===== config.mk =====
export PLATFORM = sky130hd
export DESIGN_NAME = tmlc_queue
export DESIGN_NICKNAME = d
export VERILOG_FILES = /design/src/hdl/tmlc_pkg.sv /design/src/hdl/tmlc_queue.sv
export SDC_FILE = /design/constraint.sdc
export NUM_CORES = 1
export LEC_CHECK = 0
export ABC_AREA = 1
export BUFFER_PORTS_ARGS = -buffer_cell sky130_fd_sc_hd__buf_4
export CORE_MARGIN = 4
export CORE_UTILIZATION = 46
export CTS_BUF_LIST = sky130_fd_sc_hd__clkbuf_4
export CTS_CLUSTER_SIZE = 40
export DETAILED_ROUTE_END_ITERATION = 6
export PLACE_DENSITY = 0.74
export SYNTH_ARGS = -nofsm -noshare
export SYNTH_HDL_FRONTEND = slang
export SYNTH_SLANG_ARGS = --single-unit

===== constraint.sdc =====
create_clock -name clock -period 2.7 [get_ports clock]
set_input_delay 0.54 -clock clock [delete_from_list [all_inputs] [get_ports clock]]
set_output_delay 0.54 -clock clock [all_outputs]
set_load 0.01 [all_outputs]

===== src/hdl/tmlc_pkg.sv =====
// Shared types, constants and register codes of the thermal mitigation level controller.
package tmlc_pkg;

   // Field widths
   localparam int TempW  = 16;
   localparam int BiasW  = TempW + 1;
   localparam int OffW   = 12;
   localparam int CoolW  = 16;
   localparam int FreqW  = 24;
   localparam int TimeW  = 32;
   localparam int LevelW = 2;

   // Configuration port
   localparam int CsrIndexW = 4;
   localparam int CsrDataW  = 24;

   localparam logic [CsrIndexW-1:0] RegHighThreshold   = 4'd0;
   localparam logic [CsrIndexW-1:0] RegLowThreshold    = 4'd1;
   localparam logic [CsrIndexW-1:0] RegBandTwoOffset   = 4'd2;
   localparam logic [CsrIndexW-1:0] RegBandThreeOffset = 4'd3;
   localparam logic [CsrIndexW-1:0] RegCooldownSeconds = 4'd4;
   localparam logic [CsrIndexW-1:0] RegMaxFrequencyKhz = 4'd5;
   localparam logic [CsrIndexW-1:0] RegBiasTrigger     = 4'd6;
   localparam logic [CsrIndexW-1:0] RegBiasAmount      = 4'd7;

   // Register reset values
   localparam logic signed [TempW-1:0] HighThresholdReset   = 16'sd880;
   localparam logic signed [TempW-1:0] LowThresholdReset    = 16'sd800;
   localparam logic [OffW-1:0]         BandTwoOffsetReset   = 12'd32;
   localparam logic [OffW-1:0]         BandThreeOffsetReset = 12'd80;
   localparam logic [CoolW-1:0]        CooldownReset        = 16'd8;
   localparam logic [FreqW-1:0]        MaxFrequencyReset    = 24'd0;
   localparam logic [OffW-1:0]         BiasTriggerReset     = 12'd32;
   localparam logic [OffW-1:0]         BiasAmountReset      = 12'd16;

   // Mitigation levels
   localparam logic [LevelW-1:0] LevelNone  = 2'd0;
   localparam logic [LevelW-1:0] LevelOne   = 2'd1;
   localparam logic [LevelW-1:0] LevelTwo   = 2'd2;
   localparam logic [LevelW-1:0] LevelThree = 2'd3;

   // Divide by ten: (n * Recip10) >> Recip10Shift is exact for any 32 bit n
   localparam int              ScaledW      = FreqW + 3;
   localparam int              RecipW       = 32;
   localparam int              ProdW        = ScaledW + RecipW;
   localparam logic [RecipW-1:0] Recip10    = 32'hCCCC_CCCD;
   localparam int              Recip10Shift = 35;

   // Queue between front and back
   localparam int QueueDepthDefault = 2;

   typedef struct packed {
      logic signed [TempW-1:0] high_threshold;
      logic signed [TempW-1:0] low_threshold;
      logic [OffW-1:0]         band_two_offset;
      logic [OffW-1:0]         band_three_offset;
      logic [CoolW-1:0]        cooldown_seconds;
      logic [FreqW-1:0]        max_frequency_khz;
      logic [OffW-1:0]         bias_trigger;
      logic [OffW-1:0]         bias_amount;
   } cfg_type;

   // One classified sample
   typedef struct packed {
      logic              sample_valid;
      logic [LevelW-1:0] target;
      logic              below_band_two;
      logic              below_high;
      logic              below_low;
      logic [TimeW-1:0]  now_seconds;
   } entry_type;

   // Queue handshake seen by one side
   typedef struct packed {
      logic full;
      logic empty;
   } qstat_type;

endpackage


===== src/hdl/tmlc_queue.sv =====
// Short queue of classified samples between the front and back ends.
module tmlc_queue #(
   parameter int Depth = tmlc_pkg::QueueDepthDefault
) (
   input  logic                clock,
   input  logic                reset,
   input  logic                push,
   input  tmlc_pkg::entry_type push_entry,
   input  logic                pop,
   output tmlc_pkg::entry_type pop_entry,
   output tmlc_pkg::qstat_type qstat
);

   localparam int PtrW = (Depth > 1) ? $clog2(Depth) : 1;
   localparam int CntW = $clog2(Depth + 1);

   tmlc_pkg::entry_type mem [Depth];
   logic [PtrW-1:0]     wr_ptr_ff, wr_ptr_in;
   logic [PtrW-1:0]     rd_ptr_ff, rd_ptr_in;
   logic [CntW-1:0]     count_ff, count_in;

   // Advance pointers with wrap at the queue depth
   always_comb begin
      wr_ptr_in = wr_ptr_ff;
      rd_ptr_in = rd_ptr_ff;
      count_in  = count_ff;
      if (push) begin
         wr_ptr_in = (wr_ptr_ff == PtrW'(Depth - 1)) ? '0 : wr_ptr_ff + 1'b1;
      end
      if (pop) begin
         rd_ptr_in = (rd_ptr_ff == PtrW'(Depth - 1)) ? '0 : rd_ptr_ff + 1'b1;
      end
      if (push && !pop) begin
         count_in = count_ff + 1'b1;
      end else if (pop && !push) begin
         count_in = count_ff - 1'b1;
      end
   end

   always_ff @(posedge clock) begin
      if (reset) begin
         wr_ptr_ff <= '0;
         rd_ptr_ff <= '0;
         count_ff  <= '0;
      end else begin
         wr_ptr_ff <= wr_ptr_in;
         rd_ptr_ff <= rd_ptr_in;
         count_ff  <= count_in;
      end
   end

   always_ff @(posedge clock) begin
      if (push) begin
         mem[wr_ptr_ff] <= push_entry;
      end
   end

   assign pop_entry   = mem[rd_ptr_ff];
   assign qstat.full  = count_ff == CntW'(Depth);
   assign qstat.empty = count_ff == '0;

endmodule


After elaboration in Yosys (flattened, before gate mapping)
Memories as Yosys holds them, arrays and structs flattened. A register that Yosys moved wholly into a read port is not among the register bits.
Index checks and enable logic that the tools add are counted.
{ "totals": {"n_memories": 1, "regBits": 4, "out_inout_bits": 40, "elab_cells": 23, "ramBits": 76} }
{ "op_classes": {"addsub": 4, "n_reduce_logical": 6, "mux": 8, "n_eq_ne": 1} }
{ "mem_list": {"columns": ["memory", "words", "word_bits", "read_ports", "rd_clocked_by_memory_dff", "write_ports", "line_no", "text"], "rows": [
  ["mem", 2, 38, 1, 1, 1, "tmlc_queue.sv:17", "tmlc_pkg::entry_type mem [Depth];"]
]} }
{ "op_table": {"columns": ["operator", "n"], "rows": [
  ["1-bit 2-to-1 mux", 6],
  ["2-bit 2-to-1 mux", 2],
  ["1-bit adder (second input constant)", 2],
  ["2-bit by 1-bit adder with 2-bit output (second input constant)", 1],
  ["2-bit equality test (second input constant)", 1],
  ["1-bit logical AND", 2],
  ["1-bit zero test", 2],
  ["2-bit zero test", 1],
  ["2-bit nonzero test", 1],
  ["2-bit by 1-bit subtractor with 2-bit output (second input constant)", 1]
]} }

Longest topological paths before layout
Gate-level depths: netlist of the first run.
{ "depth": {"word_depth": 4, "mapped_depth": 8, "ltp_nobuf": 8} }

Least setup slack after synthesis of the first run
Ideal clock, no wire load.
{ "synth_path": {"path_type": "input -> register", "start": "in push", "end": "mem mem[0][0] in the netlist's numbering (enable)", "setup_time_ns": 0.434, "arrival_time_ns": 2.179, "path_buffers": 0, "path_stages": 2, "t_required_ns": 2.266, "slack_ns": 0.086, "path_cell_list": "inv_1 > nor2_1"} }
{ "synth_between": {"elab_chain_cells": 2} }
{ "synth_rtl": {"columns": ["item", "line_no", "text"], "rows": [
  ["start, declared", "tmlc_queue.sv:7", "input logic push,"],
  ["1-bit 2-to-1 mux", "tmlc_queue.sv:53", "if (push) begin"],
  ["1-bit 2-to-1 mux (not written as such)", "tmlc_queue.sv:54", "mem[wr_ptr_ff] <= push_entry;"],
  ["end, declared", "tmlc_queue.sv:17", null]
]} }
No other way between the ends.

==> results.cfg, run 1 <==
[global_route]
grt_max_degree = 40
gr-total-overflow = 0
grt_use_met3 = 0.0452
gr-usage-all-layers = 0.138
grt_busiest_layer = met2
grt_pass1_vias = 1555
grt_pass1_wl_um = 7770
use_met1 = 0.159
antenna_found_initial = 0
use_met2 = 0.230

[clock_tree]
hold_buffers = 0
cts_buffer_depth = 2
htreeDepth = 3
post_cts_buffers = 0
root_buffer = clkbuf_4
clock_sinks = 81
clock_latency_ps = 400
ctsResizeCount = 0
cts_tree = done
path_clk_slew_ps = 120
numCtsBuffers = 9

[floorplanning]
fp.dieH_um = 89.4
start_util = 0.478
io_pins = 82
rows = 29
die-area_um2 = 8000
die_w_um = 89.4
core_um2 = 6390

[synthesis]
ys_seq_area_frac = 0.781
syn-num-nets = 194
synth_compound_area_frac = 0.00328
synth_seq_cells = 81
synth_top_family_by_area = multiplexers
synthAdderAreaFrac = 0.00410
yosysWarnings = 0
synth_area_um2 = 3050
synthMuxAreaShare = 0.165
synth_xor_area_frac = 0.00287
ys_types = 16
syn_avg_cell_area_um2 = 20.2
yosys.area_share.simple = 0.0201
synthCells = 151

[worst_setup_path]
end_kind = output port
cp_data_arrival_time_ps = 1550
reg2reg_slack_ps = 1380
r2r_end = mem[1][34]$_DFFE_PP_
worst_ep_required_time_ps = 2160
regToRegStartpoint = wr_ptr_ff$_SDFFE_PP0P_
crit_fanout = 38
r2r_cells = 3
crit_type = reg2out
cp-start-kind = flop

[routing]
routed-via-count = 1555
ant_nets = 0
drt_pass1_iterations = 4
wl_per_cell_um = 15.9
drcViolationCount = 0
postRouteWirelength_um = 5150
via_per_inst = 4.80
initialDrtViolationCount = 73

[hold_path]
min_to = mem[0][16]$_DFFE_PP_
min_path_cells = 1
hold_path.class = in2reg
worstHoldStart = push_entry[16]

[placement]
place_congestion = 0.674
hpwlAfterDp_um = 3590
port_buffers = 81

[layout]
layout-drive-gt1-share = 0.559
antennaDiodeCount = 0
multiInputGateArea_um2 = 603
seqCellArea_um2 = 2380
final_cell_mix = buf_4 (83), edfxtp_1 (76), mux2_4 (20)
synthToLayoutAreaGrowth_pct = 26.9
final_common_cell = buf_4
nFillCells = 489
finalNetCount = 285

[sta]
skew_ps = 11.1
setup_viol = 0
drv_slew = 0
tightest_slew_ps = 510
hold_violations = 0
setup_tns_ps = 0
whs_ps = 313
fin_crit_sh = 0.773
max_freq_ghz = 0.479
max_slew_margin = 0.660
fin_crit_ps = 2090
grt_setup_unrepaired = false

[run]
maxCapViolCount = 0

[pwr]
total_leakage_power_nw = 1.53
pwr_density_cell_nw_per_um2 = 623
ir_drop_mv = 0.361

[status]
status = finished clean
-- synthesized netlist by cell type --
master	number	area [um2]
nor2_1	7	26.3
mux2_4	20	300
o21ai_0	1	5.00
edfxtp_1	76	2280
nand4_1	1	6.26
buf_2	1	5.00
inv_1	9	33.8
xnor2_1	1	8.76
mux2_2	18	203
nand3_1	1	5.00
dfxtp_1	5	100
ha_1	1	12.5
buf_6	3	33.8
nand2_1	5	18.8
nor3_1	1	5.00
a21oi_1	1	5.00
-- area by class of cell --
cell class | instances | share of cell area
repair buffers | 84 | 0.166
clock buffers | 12 | 0.0233
flip-flops and latches | 81 | 0.616
clock inverters | 4 | 0.00517
inverters | 9 | 0.00873
multi-input cells | 57 | 0.156
well taps | 77 | 0.0249
-- worst max path at each step --
stage	to	slack (ps)
after floorplan	mem[0][0]$_DFFE_PP_	90
after global placement	pop_entry[22]	1040
after detailed placement	pop_entry[22]	1030
after CTS	pop_entry[33]	560
after global routing	pop_entry[33]	510
final	pop_entry[33]	610
-- report_power, final --
part	internal [mW]	switching [mW]
logic	0.206	0.158
clock network	0.214	0.364
registers	1.45	0.0194
total	1.87	0.542
-- registers in the layout, indices dropped and copies added (netlist names), named ones only --
name and count:
rd_ptr_ff 1, wr_ptr_ff 1, mem 76, count_ff 2
-- metal layers --
layer | share of wire | up-vias
met5 | 0 | -
met4 | 0.016 | 0
met3 | 0.060 | 7
met1 | 0.39 | 745
met2 | 0.54 | 49
li1 | - | 754
-- logic make-up after synthesis --
| kind of cell | Yosys count |
|---|---|
| adders and majority gates | 1 |
| xor gates and xnor gates | 1 |
| muxes | 38 |
| buffers and inverters | 13 |
| AOI/OAI and AO/OA | 2 |
| and+or+nand+nor | 15 |
| DFF | 81 |
-- per-stage QoR --
stage               instance area, um2  instances  setup WS (ps)  total power [mW]  utilization
global placement                  3760        308           1040              1.86        0.589
CTS                               3870        324            560              2.45        0.606
global route                      3870        324            510              2.54        0.606
finish                            3870        324            612              2.41        0.606
detailed placement                3760        308           1030              1.87        0.589
floorplan                         3050        151           86.4              1.69            -
-- worst max-delay path, stage by stage (launching register included) --
cell     delay (ps)
dfxtp_2         360
buf_12          260
mux2_2          380
buf_4           150
Power figures use the tool's default switching activity.
==> inputs of run 2 (changes only) <==
--- a/config.mk
+++ b/config.mk
@@ -12,7 +12,7 @@
 export CTS_BUF_LIST = sky130_fd_sc_hd__clkbuf_4
 export CTS_CLUSTER_SIZE = 40
 export DETAILED_ROUTE_END_ITERATION = 6
-export PLACE_DENSITY = 0.74
+export PLACE_DENSITY = 0.71
 export SYNTH_ARGS = -nofsm -noshare
 export SYNTH_HDL_FRONTEND = slang
 export SYNTH_SLANG_ARGS = --single-unit
==> constraint.sdc (replaced) <==
create_clock -name clock -period 2.17 [get_ports clock]
set_input_delay 0.434 -clock clock [delete_from_list [all_inputs] [get_ports clock]]
set_output_delay 0.434 -clock clock [all_outputs]
set_load 0.01 [all_outputs]
==> run 2 against run 1 <==
Net effect:
- first-iteration DRC count down 34%
- hold slack got worse by 100 ps
- register-to-register slack lost 350 ps
- largest power group unchanged
- highest routed layer unchanged
==> results.cfg, run 2 (synthesized netlist as in run 1, its figures left out) <==
[clock_tree]
path_clk_slew_ps = 110
clock_sinks = 81
cts_buffer_depth = 2
cts_tree = done
hold_buffers = 0
numCtsBuffers = 9
htreeDepth = 3
clock_latency_ps = 400
root_buffer = clkbuf_4

[worst_setup_path]
end_kind = output port
crit_fanout = 23
cp_slowest_stage_delay_ps = 380
slowest_stage = mux2_2
cp-start-kind = flop
crit_type = reg2out
crit_family = buffers and inverters
path_cells = buf_6 -> mux2_2 -> buf_4
cp_data_arrival_time_ps = 1550
worst_ep_required_time_ps = 1740
worst-path-buf-inv = 2

[run]
maxCapViolCount = 0

[global_route]
gr-usage-all-layers = 0.130
grt_pass1_vias = 1618
grt_pass1_wl_um = 7490
gr-total-overflow = 0
grt_max_degree = 24
antenna_found_initial = 0

[placement]
place_inst = 311
port_buffers = 81
place_congestion = 0.730
hpwlAfterDp_um = 3440

[layout]
layout-drive-gt1-share = 0.564
finalNetCount = 288
nFillCells = 492
synthToLayoutAreaGrowth_pct = 28.9
largest_reg_flops = 76
final_common_cell = buf_4
largest-register = mem
seqCellArea_um2 = 2380
multiInputGateArea_um2 = 603
final_cell_mix = buf_4 (86), edfxtp_1 (76), mux2_4 (20)
antennaDiodeCount = 0
instances_no_fill = 327
top_regs = mem: 76 flops, count_ff: 2 flops

[routing]
initialDrtViolationCount = 48
drt_pass1_iterations = 4
drcViolationCount = 0
wl_per_cell_um = 15.0
via_per_inst = 4.76
routed-via-count = 1556
ant_nets = 0
postRouteWirelength_um = 4920

[floorplanning]
io_pins = 82
die_w_um = 89.4
core_um2 = 6390
fp.dieH_um = 89.4
rows = 29
start_util = 0.478
die-area_um2 = 8000

[sta]
setup_tns_ps = 0
tightest_slew_ps = 307
fin_crit_sh = 0.914
drv_slew = 0
grt_setup_unrepaired = false
max_freq_ghz = 0.504
hold_violations = 0
max_slew_margin = 0.796
skew_ps = 6.63
setup_viol = 0
fin_crit_ps = 1980

[pwr]
ir_drop_mv = 0.451
total_leakage_power_nw = 1.55
pwr_density_cell_nw_per_um2 = 819

[hold_path]
hold_path.class = in2reg

[status]
status = finished clean
run 2: routing by layer:
metal,GRT usage,up-vias,routed length (um)
met2,0.224,44,2660
met3,0.0359,10,305
met4,0.0731,0,110
li1,-,758,-
met1,0.145,744,1840
met5,0,-,0
run 2: timing repair:
action                                  4_1_cts  5_1_grt
setup buffers                                 0        0
hold endpoints to repair                      0        0
resized for setup                             0        1
endpoints found under the setup margin        0        1
run 2: worst paths after layout:
path                            cells past startpoint                      to  slack, ps                   start
worst min register to register                      2  rd_ptr_ff$_SDFFE_PP0P_        530  rd_ptr_ff$_SDFFE_PP0P_
worst min-delay path                                2                    flop        210                   reset
worst max register to register                      3    mem[1][11]$_DFFE_PP_       1030  wr_ptr_ff$_SDFFE_PP0P_
worst max-delay path                                3           pop_entry[21]        190                    flop
run 2: stage by stage:
| stage | hold slack, ps | power (mW) | cell area, um2 | setup slack, ps | utilization |
|---|---|---|---|---|---|
| after floorplan | 480 | 2.10 | 3050 | 313 | - |
| after global placement | 494 | 2.31 | 3770 | 540 | 0.590 |
| after detailed placement | 506 | 2.32 | 3770 | 523 | 0.590 |
| after CTS | 175 | 3.26 | 3930 | 54.7 | 0.615 |
| after global routing | 166 | 3.38 | 3930 | 93.4 | 0.616 |
| final | 209 | 3.22 | 3930 | 188 | 0.616 |
run 2: worst register-to-register path, stage by stage (launching register included):
cell,delay [ps]
dfxtp_1,410
nand2_1,80
clkinv_1,60
buf_4,280
run 2: cell type report:
type                    count  area share
multi-input cells          57       0.153
repair buffers             87       0.167
flip-flops and latches     81       0.606
clock buffers              10      0.0191
well taps                  77      0.0245
clock inverters             6      0.0210
inverters                   9     0.00859
run 2: where the power goes:
part	total [mW]	switching [mW]	internal, mW	leakage [nW]
registers	1.82	0.0230	1.80	0.755
clock network	0.941	0.468	0.473	0.0777
logic	0.453	0.195	0.258	0.720
