<file path="src/hdl/tmlc_pkg.sv">
// Shared types, constants and register codes of the thermal mitigation level controller.
package tmlc_pkg;

   // Field widths
   localparam int TempW  = 16;
   localparam int BiasW  = TempW + 1;
   localparam int OffW   = 12;
   localparam int CoolW  = 16;
   localparam int FreqW  = 24;
   localparam int TimeW  = 32;
   localparam int LevelW = 2;

   // Configuration port
   localparam int CsrIndexW = 4;
   localparam int CsrDataW  = 24;

   localparam logic [CsrIndexW-1:0] RegHighThreshold   = 4'd0;
   localparam logic [CsrIndexW-1:0] RegLowThreshold    = 4'd1;
   localparam logic [CsrIndexW-1:0] RegBandTwoOffset   = 4'd2;
   localparam logic [CsrIndexW-1:0] RegBandThreeOffset = 4'd3;
   localparam logic [CsrIndexW-1:0] RegCooldownSeconds = 4'd4;
   localparam logic [CsrIndexW-1:0] RegMaxFrequencyKhz = 4'd5;
   localparam logic [CsrIndexW-1:0] RegBiasTrigger     = 4'd6;
   localparam logic [CsrIndexW-1:0] RegBiasAmount      = 4'd7;

   // Register reset values
   localparam logic signed [TempW-1:0] HighThresholdReset   = 16'sd880;
   localparam logic signed [TempW-1:0] LowThresholdReset    = 16'sd800;
   localparam logic [OffW-1:0]         BandTwoOffsetReset   = 12'd32;
   localparam logic [OffW-1:0]         BandThreeOffsetReset = 12'd80;
   localparam logic [CoolW-1:0]        CooldownReset        = 16'd8;
   localparam logic [FreqW-1:0]        MaxFrequencyReset    = 24'd0;
   localparam logic [OffW-1:0]         BiasTriggerReset     = 12'd32;
   localparam logic [OffW-1:0]         BiasAmountReset      = 12'd16;

   // Mitigation levels
   localparam logic [LevelW-1:0] LevelNone  = 2'd0;
   localparam logic [LevelW-1:0] LevelOne   = 2'd1;
   localparam logic [LevelW-1:0] LevelTwo   = 2'd2;
   localparam logic [LevelW-1:0] LevelThree = 2'd3;

   // Divide by ten: (n * Recip10) >> Recip10Shift is exact for any 32 bit n
   localparam int              ScaledW      = FreqW + 3;
   localparam int              RecipW       = 32;
   localparam int              ProdW        = ScaledW + RecipW;
   localparam logic [RecipW-1:0] Recip10    = 32'hCCCC_CCCD;
   localparam int              Recip10Shift = 35;

   // Queue between front and back
   localparam int QueueDepthDefault = 2;

   typedef struct packed {
      logic signed [TempW-1:0] high_threshold;
      logic signed [TempW-1:0] low_threshold;
      logic [OffW-1:0]         band_two_offset;
      logic [OffW-1:0]         band_three_offset;
      logic [CoolW-1:0]        cooldown_seconds;
      logic [FreqW-1:0]        max_frequency_khz;
      logic [OffW-1:0]         bias_trigger;
      logic [OffW-1:0]         bias_amount;
   } cfg_type;

   // One classified sample
   typedef struct packed {
      logic              sample_valid;
      logic [LevelW-1:0] target;
      logic              below_band_two;
      logic              below_high;
      logic              below_low;
      logic [TimeW-1:0]  now_seconds;
   } entry_type;

   // Queue handshake seen by one side
   typedef struct packed {
      logic full;
      logic empty;
   } qstat_type;

endpackage

</file>
<file path="src/hdl/tmlc_front.sv">
// Front end: accepts samples, applies the prediction bias and classifies against the bands.
module tmlc_front (
   input  logic                         clock,
   input  logic                         reset,
   input  tmlc_pkg::cfg_type            cfg,
   input  logic                         in_valid,
   output logic                         in_ready,
   input  logic                         in_sample_valid,
   input  logic signed [tmlc_pkg::TempW-1:0] in_measured,
   input  logic signed [tmlc_pkg::TempW-1:0] in_predicted,
   input  logic [tmlc_pkg::TimeW-1:0]   in_now,
   input  tmlc_pkg::qstat_type          qstat,
   output logic                         push,
   output tmlc_pkg::entry_type          push_entry
);

   logic                                 a_valid_ff, a_valid_in;
   logic                                 a_sample_ff;
   logic signed [tmlc_pkg::BiasW-1:0]    a_pred_ff, a_pred_in;
   logic [tmlc_pkg::TimeW-1:0]           a_now_ff;
   logic                                 fire;
   logic signed [tmlc_pkg::BiasW-1:0]    diff;
   logic signed [tmlc_pkg::BiasW-1:0]    hi;
   logic signed [tmlc_pkg::BiasW-1:0]    hi_two;
   logic signed [tmlc_pkg::BiasW-1:0]    hi_three;
   logic signed [tmlc_pkg::BiasW-1:0]    lo;

   // Take a word whenever the holding stage is empty or drains this cycle
   assign in_ready = !a_valid_ff || !qstat.full;
   assign fire     = in_valid && in_ready;
   assign push     = a_valid_ff && !qstat.full;

   // Bias the prediction when it runs too far ahead of the measurement
   always_comb begin
      diff = tmlc_pkg::BiasW'(in_predicted) - tmlc_pkg::BiasW'(in_measured);
      a_pred_in = tmlc_pkg::BiasW'(in_predicted);
      if (diff > $signed({5'b0, cfg.bias_trigger})) begin
         a_pred_in = a_pred_in + $signed({5'b0, cfg.bias_amount});
      end
   end

   assign a_valid_in = fire || (a_valid_ff && qstat.full);

   always_ff @(posedge clock) begin
      if (reset) begin
         a_valid_ff <= 1'b0;
      end else begin
         a_valid_ff <= a_valid_in;
      end
   end

   // Hold the biased sample until the queue takes it
   always_ff @(posedge clock) begin
      if (fire) begin
         a_sample_ff <= in_sample_valid;
         a_pred_ff   <= a_pred_in;
         a_now_ff    <= in_now;
      end
   end

   // Classify against the thresholds and hysteresis bands
   always_comb begin
      hi       = tmlc_pkg::BiasW'(cfg.high_threshold);
      lo       = tmlc_pkg::BiasW'(cfg.low_threshold);
      hi_two   = hi + $signed({5'b0, cfg.band_two_offset});
      hi_three = hi + $signed({5'b0, cfg.band_three_offset});

      push_entry.sample_valid   = a_sample_ff;
      push_entry.now_seconds    = a_now_ff;
      push_entry.below_band_two = a_pred_ff < hi_two;
      push_entry.below_high     = a_pred_ff < hi;
      push_entry.below_low      = a_pred_ff < lo;
      if (a_pred_ff > hi_three) begin
         push_entry.target = tmlc_pkg::LevelThree;
      end else if (a_pred_ff > hi_two) begin
         push_entry.target = tmlc_pkg::LevelTwo;
      end else if (a_pred_ff > hi) begin
         push_entry.target = tmlc_pkg::LevelOne;
      end else begin
         push_entry.target = tmlc_pkg::LevelNone;
      end
   end

endmodule

</file>
<file path="config.mk">
export PLATFORM = sky130hd
export DESIGN_NAME = tmlc_front
export DESIGN_NICKNAME = d
export VERILOG_FILES = /design/src/hdl/tmlc_pkg.sv /design/src/hdl/tmlc_front.sv
export SDC_FILE = /design/constraint.sdc
export NUM_CORES = 1
export LEC_CHECK = 0
export BUFFER_PORTS_ARGS = -buffer_cell sky130_fd_sc_hd__clkbuf_2
export CAP_MARGIN = 20
export CORE_ASPECT_RATIO = 2
export CORE_MARGIN = 5
export CORE_UTILIZATION = 51
export DETAILED_ROUTE_END_ITERATION = 6
export PLACE_DENSITY = 0.85
export SLEW_MARGIN = 0
export SYNTH_ARGS = -nofsm -noshare
export SYNTH_HDL_FRONTEND = slang
export SYNTH_SLANG_ARGS = --single-unit
</file>
<file path="constraint.sdc">
create_clock -name clock -period 4.86 [get_ports clock]
set_input_delay 0.486 -clock clock [delete_from_list [all_inputs] [get_ports clock]]
set_output_delay 0.486 -clock clock [all_outputs]
set_load 0.05 [all_outputs]
</file>
Word-level counts from Yosys, hierarchy flattened:

Index checks and enable logic that the tools add are counted.

* add/subtract/negate cells: 4
* magnitude comparators: 7
* muxes and demuxes: 4
* reduce and logical (&&, ||, !) cells: 7

Operators with widths (count)
* adder 16 x 13 -> 17 bit: 3
* > comparator 17 bit: 2
* less-than comparator 17 x 16 -> 1 bit: 2
* > comparator 17 x 13 -> 1 bit: 1
* > comparator 17 x 16 -> 1 bit: 1
* less-than comparator 17 bit: 1
* 2-to-1 mux 17 bit: 1
* subtractor 16 x 16 -> 17 bit: 1
* 2-to-1 mux 2 bit: 2
* logical AND 1 bit: 3
* zero test 1 bit: 2
* logical OR 1 bit: 2
* 2-to-1 mux 1 bit: 1

* register bits: 51
* input port bits: 190
* output and inout bits: 40
* word-level logic and storage cells: 26

Logic depth before layout (Yosys ltp):

Gate-level depths: netlist of run 1.

* depth after elaboration: 4
* gate-level depth with buffers: 21
* gate-level depth less buffers: 20

Worst setup path before layout of run 1:

No wires, ideal clock.

* path type: input-to-output
* from: input cfg[76] (netlist name)
* to: output push_entry[35] (netlist name)
* data arrival time: 4.461 ns
* data required time: 4.374 ns
* slack: -0.087 ns
* cell stages on the path: 19
* buffers on the path: 0
* cell sequence: ha_1 > inv_1 > fa_1 > nor2b_1 > o21ai_0 > a21boi_0 > o21a_1 > o211ai_1 > a21oi_1 > o32ai_1 > o21ai_0 > ha_1 > nand4_1 > nor4_1 > a21oi_1 > nor2_1 > a31oi_1 > a22o_1 > o21ai_0

RTL lines
* start, declared: RTL line tmlc_front.sv:5 `input tmlc_pkg::cfg_type cfg,`
* end, declared: RTL line tmlc_front.sv:14 `output tmlc_pkg::entry_type push_entry`

==> results.sh, run 1 <==
export IMPL_die_width_um=86.7
export IMPL_boundaryPins=230
export IMPL_peakVddDrop_mv=0.144
export IMPL_nets=1182
export IMPL_io_buffer_count=188
export IMPL_cts_num_sinks=51
export IMPL_hold_viol=0
export IMPL_syn_inst=651
export IMPL_fin_total_pwr_mw=1.85
export IMPL_start_util_pct=51.5
export IMPL_ys_seq_area_share_pct=25.4
export IMPL_syn_to_final_growth_pct=24.7
export IMPL_cp_startpoint="cfg[104]"
export IMPL_worst_setup_path_end_kind="output pin"
export IMPL_worstMarginPinSlew_ns=0.424
export IMPL_setup_tns_ns=0
export IMPL_ant_nets=0
export IMPL_r2r_start="a_valid_ff"
export IMPL_cts_buffer_depth=2
export IMPL_synthArstFlopShare_pct=0
export IMPL_cp_start_kind="primary input"
export IMPL_regToRegEndpoint="a_pred_ff[1]"
export IMPL_holdWs_ns=0.342
export IMPL_final_util_pct=64.3
export IMPL_worstHoldPathType="in2reg"
export IMPL_wl_per_cell_um=16.7
export IMPL_p_leak_nw=3.84
export IMPL_r2r_slack_ns=3.54
export IMPL_drt_total_wl_mm=16.8
export IMPL_syn_nets=976
export IMPL_fin_ws_ns=0.155
export IMPL_cts_root_buffer="clkbuf_16"
export IMPL_row_count=56
export IMPL_critical_path_arrival_ns=4.22
export IMPL_cts_buffers=5
export IMPL_final_common_cell="clkbuf_2"
export IMPL_grt_pass1_vias=5726
export IMPL_layout_common_cells="186 x clkbuf_2, 130 x ha_1, 79 x inv_1"
export IMPL_final_min_clock_period_ns=4.70
export IMPL_die_h_um=163
export IMPL_ys_seq_elements=51
export IMPL_final_layout_size_suffix_gt1_share_pct=28.4
export IMPL_dr_pass1_iters=4
export IMPL_grt_max_degree=51
export IMPL_place_congestion=0.943
export IMPL_core_area_um2=11600
export IMPL_synth_edf_count=50
export IMPL_dp_hpwl_mm=14.8
export IMPL_via_per_inst=5.58
export IMPL_track_usage_pct=23.0
export IMPL_worstPathRequired_ns=4.37
export IMPL_netlist_area_um2=5990
export IMPL_avgSynthCellArea_um2=9.21
export IMPL_critical_path_endpoint="push_entry[35]"
export IMPL_relSlewSlack_pct=71.7
export IMPL_die_area_um2=14200
export IMPL_ys_flop_type="edfxtp_1"
export IMPL_drt_initial_drc_count=112
export IMPL_maxCapViolCount=0
export IMPL_drc=0
export IMPL_ctsHoldBuffers=0
export IMPL_h_tree_depth=2
export IMPL_grt_pass1_wl_mm=25.6
export IMPL_period_share_pct=96.8
export IMPL_setup_viol=0
export IMPL_worstSetupPathType="in2out"
export IMPL_reg2reg_depth=3
export IMPL_dr_total_vias=5595
export IMPL_yosysUniqueCellTypes=57
export IMPL_cp_max_fo=3
export IMPL_final_max_slew_violation_count=0
export IMPL_fmax_mhz=213
export IMPL_ys_warn_count=0
export IMPL_status="finished, final reports clean"
export IMPL_antenna_found_initial=0
export IMPL_pre_cts_ws_ns=0.0883
export IMPL_clk_pin_slew_ns=0.07
export IMPL_num_antenna_cells=0
export IMPL_cts_tree="yes"
export IMPL_clock_latency_ns=0.29
export IMPL_grt_overflow=0
export IMPL_finalClockSkew_ns=0.0100
export IMPL_power_density_nw_per_um2=248
cells by family after synthesis:
kind of cell	after synthesis	synth area share, %
flops	51	25.4
compound gates	161	17.2
xor+xnor	49	7.16
buf+inv	83	5.57
simple gates	160	13.7
mux	12	2.34
fa+ha+maj	135	28.7
layer usage:
| layer | track usage, % | vias to the layer above | share of wire [%] |
|---|---|---|---|
| li1 | - | 2784 | - |
| met3 | 2.78 | 63 | 3.8 |
| met2 | 46.2 | 162 | 58 |
| met1 | 21.4 | 2586 | 32 |
| met5 | 0 | - | 0 |
| met4 | 12.4 | 0 | 5.9 |
critical path: stages:
cell and delay, ns:
buf_4 0.13, ha_4 0.16, inv_2 0.05, fa_2 0.19, nor2b_1 0.05, o21ai_1 0.16, a21boi_1 0.08, o21a_1 0.23
o211ai_1 0.28, a21oi_2 0.12, o32ai_4 0.33, nor3_4 0.06, xnor2_1 0.14, ha_1 0.32, nand3_2 0.09, nor4_4 0.26
buf_4 0.15, buf_4 0.11, nand4_1 0.19, a22o_1 0.29, o21ai_2 0.16, buf_6 0.18
worst min-delay path by stage:
stage,endpoint,depth (start not counted),start,slack [ns]
after floorplan,a_valid_ff,2,a_valid_ff,0.47
after CTS,a_valid_ff,2,reset,0.34
after detailed placement,a_valid_ff,2,a_valid_ff,0.51
final,a_valid_ff,2,reset,0.34
after global placement,a_valid_ff,2,a_valid_ff,0.48
after global routing,a_valid_ff,2,reset,0.34
state kept, by name, indices dropped and copies added, names as in the netlist:
register / flops
a_pred_ff: 17
a_now_ff: 32
a_valid_ff: 1
a_sample_ff: 1
power breakdown:
group	switching, mW	total, mW	internal [mW]
Clock	0.164	0.360	0.195
Combinational	0.518	0.929	0.411
Sequential	0.0340	0.566	0.532
Total	0.716	1.85	1.14
stage by stage:
step	instance area, um2	cells
floorplan	5990	651
global placement	7190	993
detailed placement	7190	993
CTS	7340	1001
global route	7470	1003
finish	7470	1003
cells in the mapped netlist (all sizes together) (4+ instances only):
master | number | area share (%)
o21bai | 6 | 0.75
ha | 131 | 27
and2 | 4 | 0.42
a21o | 23 | 2.9
a211o | 4 | 0.58
mux2 | 10 | 2.0
a21oi | 47 | 4.0
xnor2 | 31 | 4.5
nand4 | 16 | 1.7
fa | 4 | 1.3
edfxtp | 50 | 25
inv | 80 | 5.0
o21a | 12 | 1.5
o211ai | 4 | 0.58
nor2 | 45 | 2.8
xor2 | 18 | 2.6
nand2 | 24 | 1.5
nand3 | 19 | 1.6
nand2b | 11 | 1.1
nor3 | 10 | 0.83
or2 | 4 | 0.42
o21ai | 36 | 3.0
a31oi | 6 | 0.63
nor2b | 13 | 1.4
repair_timing:
| action | CTS | global route |
|---|---|---|
| buffers inserted | 0 | 2 |
| endpoints found under the setup margin | 0 | 3 |
| gates resized for setup | 0 | 31 |
final cells by class:
class / count / area [um2]
multi-input cells: 517 / 4240
fillers: 1025 / 4160
flip-flops and latches: 51 / 1520
repair buffers: 202 / 1080
inverters: 80 / 300
well taps: 145 / 181
clock buffers: 5 / 125
clock inverters: 3 / 27.5
Note: power is estimated with default switching activity, not from simulation.
==> run 2, diff against run 1 <==
- CORE_MARGIN: 5 -> 3
==> results.sh, run 2 (synthesized netlist as in run 1, its figures left out) <==
export IMPL_maxCapViolCount=0
export IMPL_cts_root_buffer="clkbuf_16"
export IMPL_cp_start_kind="primary input"
export IMPL_start_util_pct=52.5
export IMPL_dr_total_vias=5667
export IMPL_status="finished, final reports clean"
export IMPL_dpl_instance_area_um2=7190
export IMPL_holdWs_ns=0.339
export IMPL_grt_pass1_vias=5729
export IMPL_final_common_cell="clkbuf_2"
export IMPL_fin_ws_ns=0.133
export IMPL_final_util_pct=64.8
export IMPL_drt_initial_drc_count=184
export IMPL_clock_latency_ns=0.30
export IMPL_drt_total_wl_mm=16.5
export IMPL_p_comb_share_pct=49.9
export IMPL_via_per_inst=5.67
export IMPL_worstMarginPinSlew_ns=0.441
export IMPL_dp_hpwl_mm=14.4
export IMPL_switching_power_mw=0.719
export IMPL_ctsHoldBuffers=0
export IMPL_finalClockSkew_ns=0.0103
export IMPL_p_clk_share_pct=19.5
export IMPL_die_h_um=159
export IMPL_nets=1182
export IMPL_p_leak_nw=3.82
export IMPL_dp_cells=991
export IMPL_seq_power_share_pct=30.6
export IMPL_io_buffer_count=188
export IMPL_clk_pin_slew_ns=0.08
export IMPL_period_share_pct=97.3
export IMPL_final_max_slew_violation_count=0
export IMPL_num_antenna_cells=0
export IMPL_rsz0062_at_grt="true"
export IMPL_final_layout_size_suffix_gt1_share_pct=27.6
export IMPL_h_tree_depth=2
export IMPL_worstHoldPathType="in2reg"
export IMPL_layout_common_cells="187 x clkbuf_2, 131 x ha_1, 80 x inv_1"
export IMPL_core_area_um2=11400
export IMPL_boundaryPins=230
export IMPL_max_stage_delay_ns=0.39
export IMPL_power_density_nw_per_um2=251
export IMPL_ant_nets=0
export IMPL_peakVddDrop_mv=0.206
export IMPL_worstPathRequired_ns=4.37
export IMPL_hold_viol=0
export IMPL_syn_to_final_growth_pct=23.6
export IMPL_cts_tree="yes"
export IMPL_relSlewSlack_pct=70.4
export IMPL_grt_pass1_wl_mm=25.7
export IMPL_row_count=55
export IMPL_track_usage_pct=25.2
export IMPL_cts_buffer_depth=2
export IMPL_worst_setup_path_end_kind="output pin"
export IMPL_antenna_found_initial=0
export IMPL_critical_path_arrival_ns=4.24
export IMPL_fmax_mhz=212
export IMPL_cp_max_fo=3
export IMPL_fin_cells=1000
export IMPL_final_min_clock_period_ns=4.73
export IMPL_worstSetupPathType="in2out"
export IMPL_place_congestion=0.891
export IMPL_wl_per_cell_um=16.5
export IMPL_pre_cts_ws_ns=0.000421
export IMPL_stdcell_area_um2=7410
export IMPL_switching_share_pct=38.7
export IMPL_die_width_um=82.7
export IMPL_largest_register_ffs=32
export IMPL_top_register="a_now_ff"
export IMPL_cts_buffers=5
export IMPL_top_regs="a_now_ff: 32 flops, a_pred_ff: 17 flops"
export IMPL_cts_num_sinks=51
export IMPL_path_cells="clkbuf_2 -> ha_1 -> inv_1 -> fa_1 -> nor2b_1 -> o21ai_1 -> a21boi_1 -> o21a_1 -> o211ai_1 -> a21oi_2 -> o32ai_2 -> buf_4 -> xnor2_1 -> ha_1 -> nand3_1 -> nor4_2 -> buf_4 -> a21oi_1 -> nor2_1 -> a31oi_2 -> a22o_1 -> o21ai_1 -> buf_6"
export IMPL_post_cts_buffers=0
export IMPL_cp_slowest_cell="fa_1"
export IMPL_internal_power_mw=1.14
export IMPL_die_area_um2=13200
export IMPL_grt_overflow=0
export IMPL_setup_viol=0
export IMPL_grt_max_degree=51
export IMPL_dr_pass1_iters=4
export IMPL_drc=0
[run 2: per-layer routing]
metal  up-vias  track usage, %  share of wire, %
met4         0            14.3               5.7
met3        70            3.28               4.0
met2       173            48.0                57
met5         -               0                 0
li1       2789               -                 -
met1      2635            24.1                34
[run 2: worst max-delay path, delay by kind of cell]
family          cells  cell delay [ns]
buf+inv             5             0.65
fa+ha+maj           3             0.87
compound gates     10             1.43
simple gates        4             0.68
xor+xnor            1             0.12
[run 2: timing repair]
action,in CTS,in global routing
setup endpoints to repair,1,3
pin swaps,0,1
resized for setup,1,13
[run 2: metrics by stage]
stage / TNS (ns) / power [mW]
floorplan: 0 / 1.21
finish: 0 / 1.86
global route: -0.121 / 1.99
CTS: 0 / 1.84
detailed placement: 0 / 1.48
global placement: 0 / 1.45
[run 2: final timing paths]
check | start | endpoint | slack, ns | depth (start not counted)
setup / recovery | cfg[104] | push_entry[35] | 0.13 | 23
hold / removal | reset | a_valid_ff | 0.34 | 2
setup reg to reg | a_valid_ff | a_pred_ff[0] | 3.53 | 3
hold reg to reg | a_valid_ff | a_valid_ff | 0.52 | 2
[run 2: area by class of cell]
class	count	area, um2
sequential	51	1520
clock buffer	5	125
clock inverter	3	26.3
multi-input combinational	517	4180
timing repair buffer	202	1080
fill	979	4020
tap	142	178
inverter	80	300
[run 2: power by group through the flow]
stage	Clock (mW)	Combinational, mW	Sequential (mW)
3_3_place_gp	0	0.876	0.576
3_5_place_dp	0	0.901	0.578
2_1_floorplan	0	0.593	0.617
6_report	0.362	0.926	0.568
5_1_grt	0.385	1.03	0.571
4_1_cts	0.366	0.907	0.568
==> run 3, diff against run 2 <==
- PLACE_DENSITY: 0.85 -> 0.83
==> results.sh, run 3 (synthesized netlist as in run 1, its figures left out) <==
export IMPL_grt_pass1_wl_mm=25.6
export IMPL_grt_pass1_vias=5721
export IMPL_nets=1181
export IMPL_dp_cells=990
export IMPL_hold_viol=0
export IMPL_top_register="a_now_ff"
export IMPL_antenna_found_initial=0
export IMPL_critical_path_arrival_ns=4.29
export IMPL_p_comb_share_pct=49.8
export IMPL_clk_pin_slew_ns=0.07
export IMPL_fmax_mhz=209
export IMPL_wl_per_cell_um=16.3
export IMPL_status="finished, final reports clean"
export IMPL_row_count=55
export IMPL_start_util_pct=52.5
export IMPL_path_cells="clkbuf_2 -> ha_1 -> inv_1 -> fa_1 -> nor2b_1 -> o21ai_1 -> a21boi_1 -> o21a_1 -> o211ai_1 -> a21oi_1 -> o32ai_1 -> buf_4 -> xnor2_1 -> ha_1 -> nand3_2 -> nor4_2 -> buf_4 -> a21oi_1 -> nor2_1 -> a31oi_2 -> a22o_1 -> o21ai_1 -> buf_6"
export IMPL_p_leak_nw=3.82
export IMPL_peakVddDrop_mv=0.272
export IMPL_cts_tree="yes"
export IMPL_dr_total_vias=5569
export IMPL_cp_slowest_cell="fa_1"
export IMPL_cp_max_fo=3
export IMPL_internal_power_mw=1.13
export IMPL_grt_overflow=0
export IMPL_worst_setup_path_end_kind="output pin"
export IMPL_fillers=1027
export IMPL_drt_initial_drc_count=166
export IMPL_cts_root_buffer="clkbuf_16"
export IMPL_max_stage_delay_ns=0.40
export IMPL_period_share_pct=98.3
export IMPL_post_cts_buffers=0
export IMPL_grt_max_degree=51
export IMPL_power_density_nw_per_um2=249
export IMPL_relSlewSlack_pct=70.8
export IMPL_layout_common_cells="187 x clkbuf_2, 131 x ha_1, 80 x inv_1"
export IMPL_fin_total_pwr_mw=1.84
export IMPL_cp_start_kind="primary input"
export IMPL_core_area_um2=11400
export IMPL_cts_buffers=5
export IMPL_h_tree_depth=2
export IMPL_dr_pass1_iters=4
export IMPL_cts_buffer_depth=2
export IMPL_worstHoldPathType="in2reg"
export IMPL_setup_viol=0
export IMPL_seq_power_share_pct=30.7
export IMPL_worstHoldEndpoint="a_valid_ff"
export IMPL_place_congestion=0.987
export IMPL_via_per_inst=5.57
export IMPL_io_buffer_count=188
export IMPL_switching_power_mw=0.711
export IMPL_cp_startpoint="cfg[104]"
export IMPL_top_regs="a_now_ff: 32 flops, a_pred_ff: 17 flops"
export IMPL_syn_to_final_growth_pct=23.4
export IMPL_final_min_clock_period_ns=4.78
export IMPL_drt_total_wl_mm=16.3
export IMPL_hold_depth=2
export IMPL_final_common_cell="clkbuf_2"
export IMPL_worstPathRequired_ns=4.37
export IMPL_worstMarginPinSlew_ns=0.434
export IMPL_hp_start="reset"
export IMPL_switching_share_pct=38.5
export IMPL_setup_tns_ns=0
export IMPL_clock_latency_ns=0.29
export IMPL_drc=0
export IMPL_largest_register_ffs=32
export IMPL_num_antenna_cells=0
export IMPL_boundaryPins=230
export IMPL_maxCapViolCount=0
export IMPL_cts_num_sinks=51
export IMPL_track_usage_pct=25.1
export IMPL_final_layout_size_suffix_gt1_share_pct=27.4
export IMPL_r2r_start="a_valid_ff"
export IMPL_die_width_um=82.7
export IMPL_die_area_um2=13200
export IMPL_die_h_um=159
export IMPL_reg2reg_depth=3
export IMPL_p_clk_share_pct=19.5
export IMPL_regToRegEndpoint="a_pred_ff[1]"
export IMPL_worstSetupPathType="in2out"
export IMPL_dp_hpwl_mm=14.3
export IMPL_final_max_slew_violation_count=0
export IMPL_fin_cells=999
export IMPL_crit_buf_inv=5
export IMPL_ant_nets=0
export IMPL_r2r_slack_ns=3.54
export IMPL_critical_path_top_delay_family="compound AO/OA/AOI/OAI gates"
export IMPL_finalClockSkew_ns=0.00906
-- run 3: through the flow --
| step | hold WS [ns] | cell area [um2] | utilization (%) | setup WS [ns] |
|---|---|---|---|---|
| floorplan | 0.470 | 5990 | - | 0.290 |
| global placement | 0.490 | 7180 | 62.9 | 0.106 |
| detailed placement | 0.516 | 7180 | 62.9 | 0.103 |
| CTS | 0.344 | 7340 | 64.2 | 0.0473 |
| global route | 0.350 | 7400 | 64.7 | -0.148 |
| finish | 0.346 | 7400 | 64.7 | 0.0819 |
-- run 3: final cells by class --
cell class	instances	area (um2)	share of cell area [%]
multi-input combinational	517	4170	56.4
clock buffer	5	125	1.69
timing repair buffer	201	1070	14.5
clock inverter	3	28.8	0.389
sequential	51	1520	20.6
inverter	80	300	4.06
tap	142	178	2.40
-- run 3: worst max-delay path by stage --
stage                     end  cells after the start  slack, ns
4_1_cts        push_entry[35]                     24       0.05
6_report       push_entry[35]                     23       0.08
3_3_place_gp   push_entry[35]                     22       0.11
3_5_place_dp   push_entry[35]                     24       0.10
2_1_floorplan  push_entry[35]                     19       0.29
5_1_grt        push_entry[35]                     24      -0.15
-- run 3: timing repair --
item,4_1_cts,5_1_grt
endpoints found under the hold margin,0,0
endpoints found under the setup margin,0,3
hold buffers,0,0
resized for setup,0,13
-- run 3: layer usage --
metal	global-route usage, %	share of wire (%)	vias to the layer above
met3	2.77	3.7	52
met2	49.2	57	166
met1	23.4	33	2571
met5	0	0	-
li1	-	-	2780
met4	13.2	5.7	0
-- run 3: power by group through the flow --
stage                     registers (mW)  logic (mW)  clock network [mW]
final                              0.566       0.918               0.360
after global routing               0.570        1.02               0.384
after CTS                          0.567       0.901               0.364
after detailed placement           0.576       0.895                   0
after global placement             0.575       0.871                   0
after floorplan                    0.617       0.593                   0
